===== src/rtl/core/gsa_pkg.sv =====
package gsa_pkg;

    localparam int IDX_W = 5;
    localparam int CNT_W = 6;

    localparam logic [2:0] ACT_ALLOCATE = 3'd0;
    localparam logic [2:0] ACT_RETIRE   = 3'd1;
    localparam logic [2:0] ACT_COLLECT  = 3'd2;
    localparam logic [2:0] ACT_IS_ACT   = 3'd3;
    localparam logic [2:0] ACT_REQUIRE  = 3'd4;
    localparam logic [2:0] ACT_RESV     = 3'd5;
    localparam logic [2:0] ACT_DRAIN    = 3'd6;

    localparam logic [2:0] ST_OK        = 3'd0;
    localparam logic [2:0] ST_INVALID   = 3'd1;
    localparam logic [2:0] ST_FOREIGN   = 3'd2;
    localparam logic [2:0] ST_STALE     = 3'd3;
    localparam logic [2:0] ST_EXHAUSTED = 3'd4;
    localparam logic [2:0] ST_NOT_ALLOC = 3'd5;
    localparam logic [2:0] ST_RETIRED   = 3'd6;
    localparam logic [2:0] ST_RESERVED  = 3'd7;

    localparam logic [7:0] REG_TABLE_TAG = 8'd0;
    localparam logic [7:0] REG_RESERVED  = 8'd1;

    typedef enum logic [1:0] {
        KIND_FREE     = 2'd0,
        KIND_RESERVED = 2'd1,
        KIND_ACTIVE   = 2'd2,
        KIND_RETIRED  = 2'd3
    } kind_t;

    typedef enum logic [2:0] {
        FSM_IDLE,
        FSM_EXEC,
        FSM_COUNT,
        FSM_COLLECT,
        FSM_DRAIN
    } fsm_t;

    typedef struct packed {
        logic [2:0]  action;
        logic [7:0]  handle_index;
        logic [31:0] handle_generation;
        logic [15:0] handle_tag;
        logic [63:0] fence_value;
    } in_t;

    typedef struct packed {
        logic [2:0]       status;
        logic             item_valid;
        logic [IDX_W-1:0] slot_index;
        logic [31:0]      slot_generation;
        logic             is_active_flag;
        logic             last_of_run;
        logic [CNT_W-1:0] in_use_count;
        logic [CNT_W-1:0] free_count;
        logic [CNT_W-1:0] retiring_count;
        logic [CNT_W-1:0] peak_in_use;
        logic [CNT_W-1:0] dirty_count;
    } out_t;

    typedef struct packed {
        logic [31:0] gen;
        logic [15:0] tag;
        logic        in_range;
        logic [31:0] slot_gen;
        logic [15:0] table_tag;
    } chk_req_t;

endpackage


===== src/rtl/core/gsa_check.sv =====
// handle validation: zero generation, foreign tag, range, stale generation
module gsa_check (
    input  gsa_pkg::chk_req_t req,
    output logic [2:0]        status
);
    always_comb begin
        if (req.gen == 32'd0) begin
            status = gsa_pkg::ST_INVALID;
        end else if (req.tag != req.table_tag) begin
            status = gsa_pkg::ST_FOREIGN;
        end else if (!req.in_range) begin
            status = gsa_pkg::ST_INVALID;
        end else if (req.gen != req.slot_gen) begin
            status = gsa_pkg::ST_STALE;
        end else begin
            status = gsa_pkg::ST_OK;
        end
    end
endmodule


===== config.mk =====
export PLATFORM = sky130hd
export DESIGN_NAME = gsa_check
export DESIGN_NICKNAME = d
export VERILOG_FILES = /design/src/rtl/core/gsa_pkg.sv /design/src/rtl/core/gsa_check.sv
export SDC_FILE = /design/constraint.sdc
export NUM_CORES = 1
export LEC_CHECK = 0
export BUFFER_PORTS_ARGS = -buffer_cell sky130_fd_sc_hd__clkbuf_2
export CAP_MARGIN = 5
export CORE_UTILIZATION = 30
export DETAILED_ROUTE_END_ITERATION = 10
export GPL_TIMING_DRIVEN = 0
export PLACE_DENSITY = 0.84
export REMOVE_ABC_BUFFERS = 1
export SETUP_SLACK_MARGIN = 0.05
export SLEW_MARGIN = 0
export SYNTH_ARGS = -nofsm -noshare
export SYNTH_HDL_FRONTEND = slang
export SYNTH_SLANG_ARGS = --single-unit

===== constraint.sdc =====
create_clock -name vclk -period 1.5
set_clock_uncertainty 0.1 [all_clocks]
set_input_delay 0.225 -clock vclk [all_inputs]
set_output_delay 0.225 -clock vclk [all_outputs]
set_load 0.1 [all_outputs]

==> reports/results.ini <==
[global_routing]
grt_overflow_total=0
grt_pass1_wl_um=2930
grt_pass1_vias=762
antenna_found_initial=0
grt_use_total_pct=18.1
grt_start_max_net_pins=4

[setup_path]
crit_required_ns=1.17
slowest_stage=nor4_2
path_class=in -> out
crit_family=simple AND/OR/NAND/NOR gates
worstPathArrival_ns=1.44
critical_path.cell_chain=clkbuf_2, xnor2_1, nand4_1, nor4_2, nor2_1, a21oi_2, buf_12
cp-end-kind=primary output
slowest_delay_ns=0.38
crit_fanout=2
worst-path-buf-inv=2
worstSetupStartpointType=input pin

[final_layout]
n_sequential_cell=0
n_antenna_cell=0
nClkBuffers=0
layout_common_cells=clkbuf_2 (90), xor2_1 (32), xnor2_1 (16)
layout_commonest_cell=clkbuf_2
area_delta_synth_final_pct=115
fillCellCount=188
seq_area_um2=0
nets=279
drive_gt1_share_pct=64.4

[job]
cap_viol_max_count=0

[min_path]
min-delay-path-class=in -> out

[placed_design]
place_congestion=0.676
io_buffers=99
dpl.hpwl_um=2080

[sta]
clock.fmax_mhz=565
finalHoldViolCount=0
setup_violations=2
slew_violations=0
period_share_pct=118
setup_ws_ns=-0.268
rsz0062_at_grt=yes
whs_ns=0.792
tns_ns=-0.502
period_needed_ns=1.77

[die]
fp.dieW_um=47.8
dieHeight_um=47.8
ios=100
core_um2=1960
dieArea_um2=2290
start_util_pct=32.1
rows=16

[logic_synthesis]
avgSynthCellArea_um2=7.69
ys_seq_area_share_pct=0
ys_types=13
yosysWarningCount=0
syn_inst=82
syn_area_um2=631

[power]
switching_share_pct=45.6
p_clk_share_pct=0
seq_power_share_pct=0
combPwrFrac_pct=100.0
p_switching_uw=153
vdd.ir_drop.worst_mv=0.156
internal_power_uw=183
power_density_nw_per_um2=249
totalPowerFinal_uw=337
power_leakage_nw=0.649

[drt]
route.detailed.drc=0
via_per_inst=4.74
drt-total-wl_um=2460
wl_per_cell_um=11.9
drtIter0Drc=6
vias=982
firstDrtPassIters=4
antenna_left=0

[run_status]
status=complete, but fails checks
failed_checks=setup timing

[clock_tree]
cts_setup_buffers=0

-- cells in the mapped netlist, drive strengths merged --
cell type / number / share of area (%)
o22ai: 1 / 0.99
o21ai: 1 / 0.79
a21oi: 1 / 0.79
xor2: 32 / 44
conb: 1 / 0.59
nor2b: 1 / 0.99
xnor2: 16 / 22
nor4: 17 / 18
buf: 1 / 1.2
nand4: 8 / 7.9
nor2: 3 / 2.2
-- logic make-up (layout without fill, tap and decap cells) --
| logic type | Yosys count | in the layout | synth area share (%) |
|---|---|---|---|
| xor gates and xnor gates | 48 | 48 | 66.7 |
| buffers and inverters | 1 | 99 | 1.19 |
| other | 1 | 1 | 0.595 |
| AOI/OAI and AO/OA | 3 | 3 | 2.58 |
| and+or+nand+nor | 29 | 29 | 29.0 |
-- through the flow --
step / cells / setup slack [ns] / cell area [um^2] / util [%]
final: 207 / -0.268 / 1360 / 69.1
after global routing: 207 / -0.405 / 1360 / 69.1
after floorplan: 81 / -1.15 / 623 / -
after global placement: 207 / -0.493 / 1150 / 58.7
after detailed placement: 207 / -0.513 / 1150 / 58.7
after CTS: 207 / -0.273 / 1220 / 62.4
-- tightest hold or removal path: cells and delay by family --
kind / cells / cell delay, ns
buf+inv: 2 / 0.25
compound gates: 2 / 0.18
-- per-layer routing --
metal	global-route usage, %	vias up	wire (um)
met5	0	-	0
met4	0	0	0
li1	-	493	-
met2	36.5	45	1390
met1	22.4	444	927
met3	0	0	140
-- power groups by stage --
| stage | registers [mW] | logic (mW) | clock network [mW] |
|---|---|---|---|
| CTS | 0 | 0.305 | 0 |
| finish | 0 | 0.337 | 0 |
| detailed placement | 0 | 0.290 | 0 |
| global placement | 0 | 0.287 | 0 |
| global route | 0 | 0.370 | 0 |
| floorplan | 0 | 0.118 | 0 |
-- what timing repair did --
action | 4_1_cts | 5_1_grt
endpoints found under the setup margin | 2 | 2
pin swaps | 10 | 13
hold buffers | 0 | 0
resized for setup | 12 | 32
-- final cells by class --
class | instances | area (um^2) | area share, %
multi-input combinational | 81 | 746 | 55.0
tap | 27 | 33.8 | 2.49
timing repair buffer | 99 | 576 | 42.5
-- path summary, 6_finish.rpt --
| kind | slack (ns) | from | endpoint | depth (start not counted) |
|---|---|---|---|---|
| setup / recovery | -0.27 | req[14] | status[0] | 7 |
| hold / removal | 0.79 | req[48] | status[1] | 4 |
(Power assumes the default switching activity.)
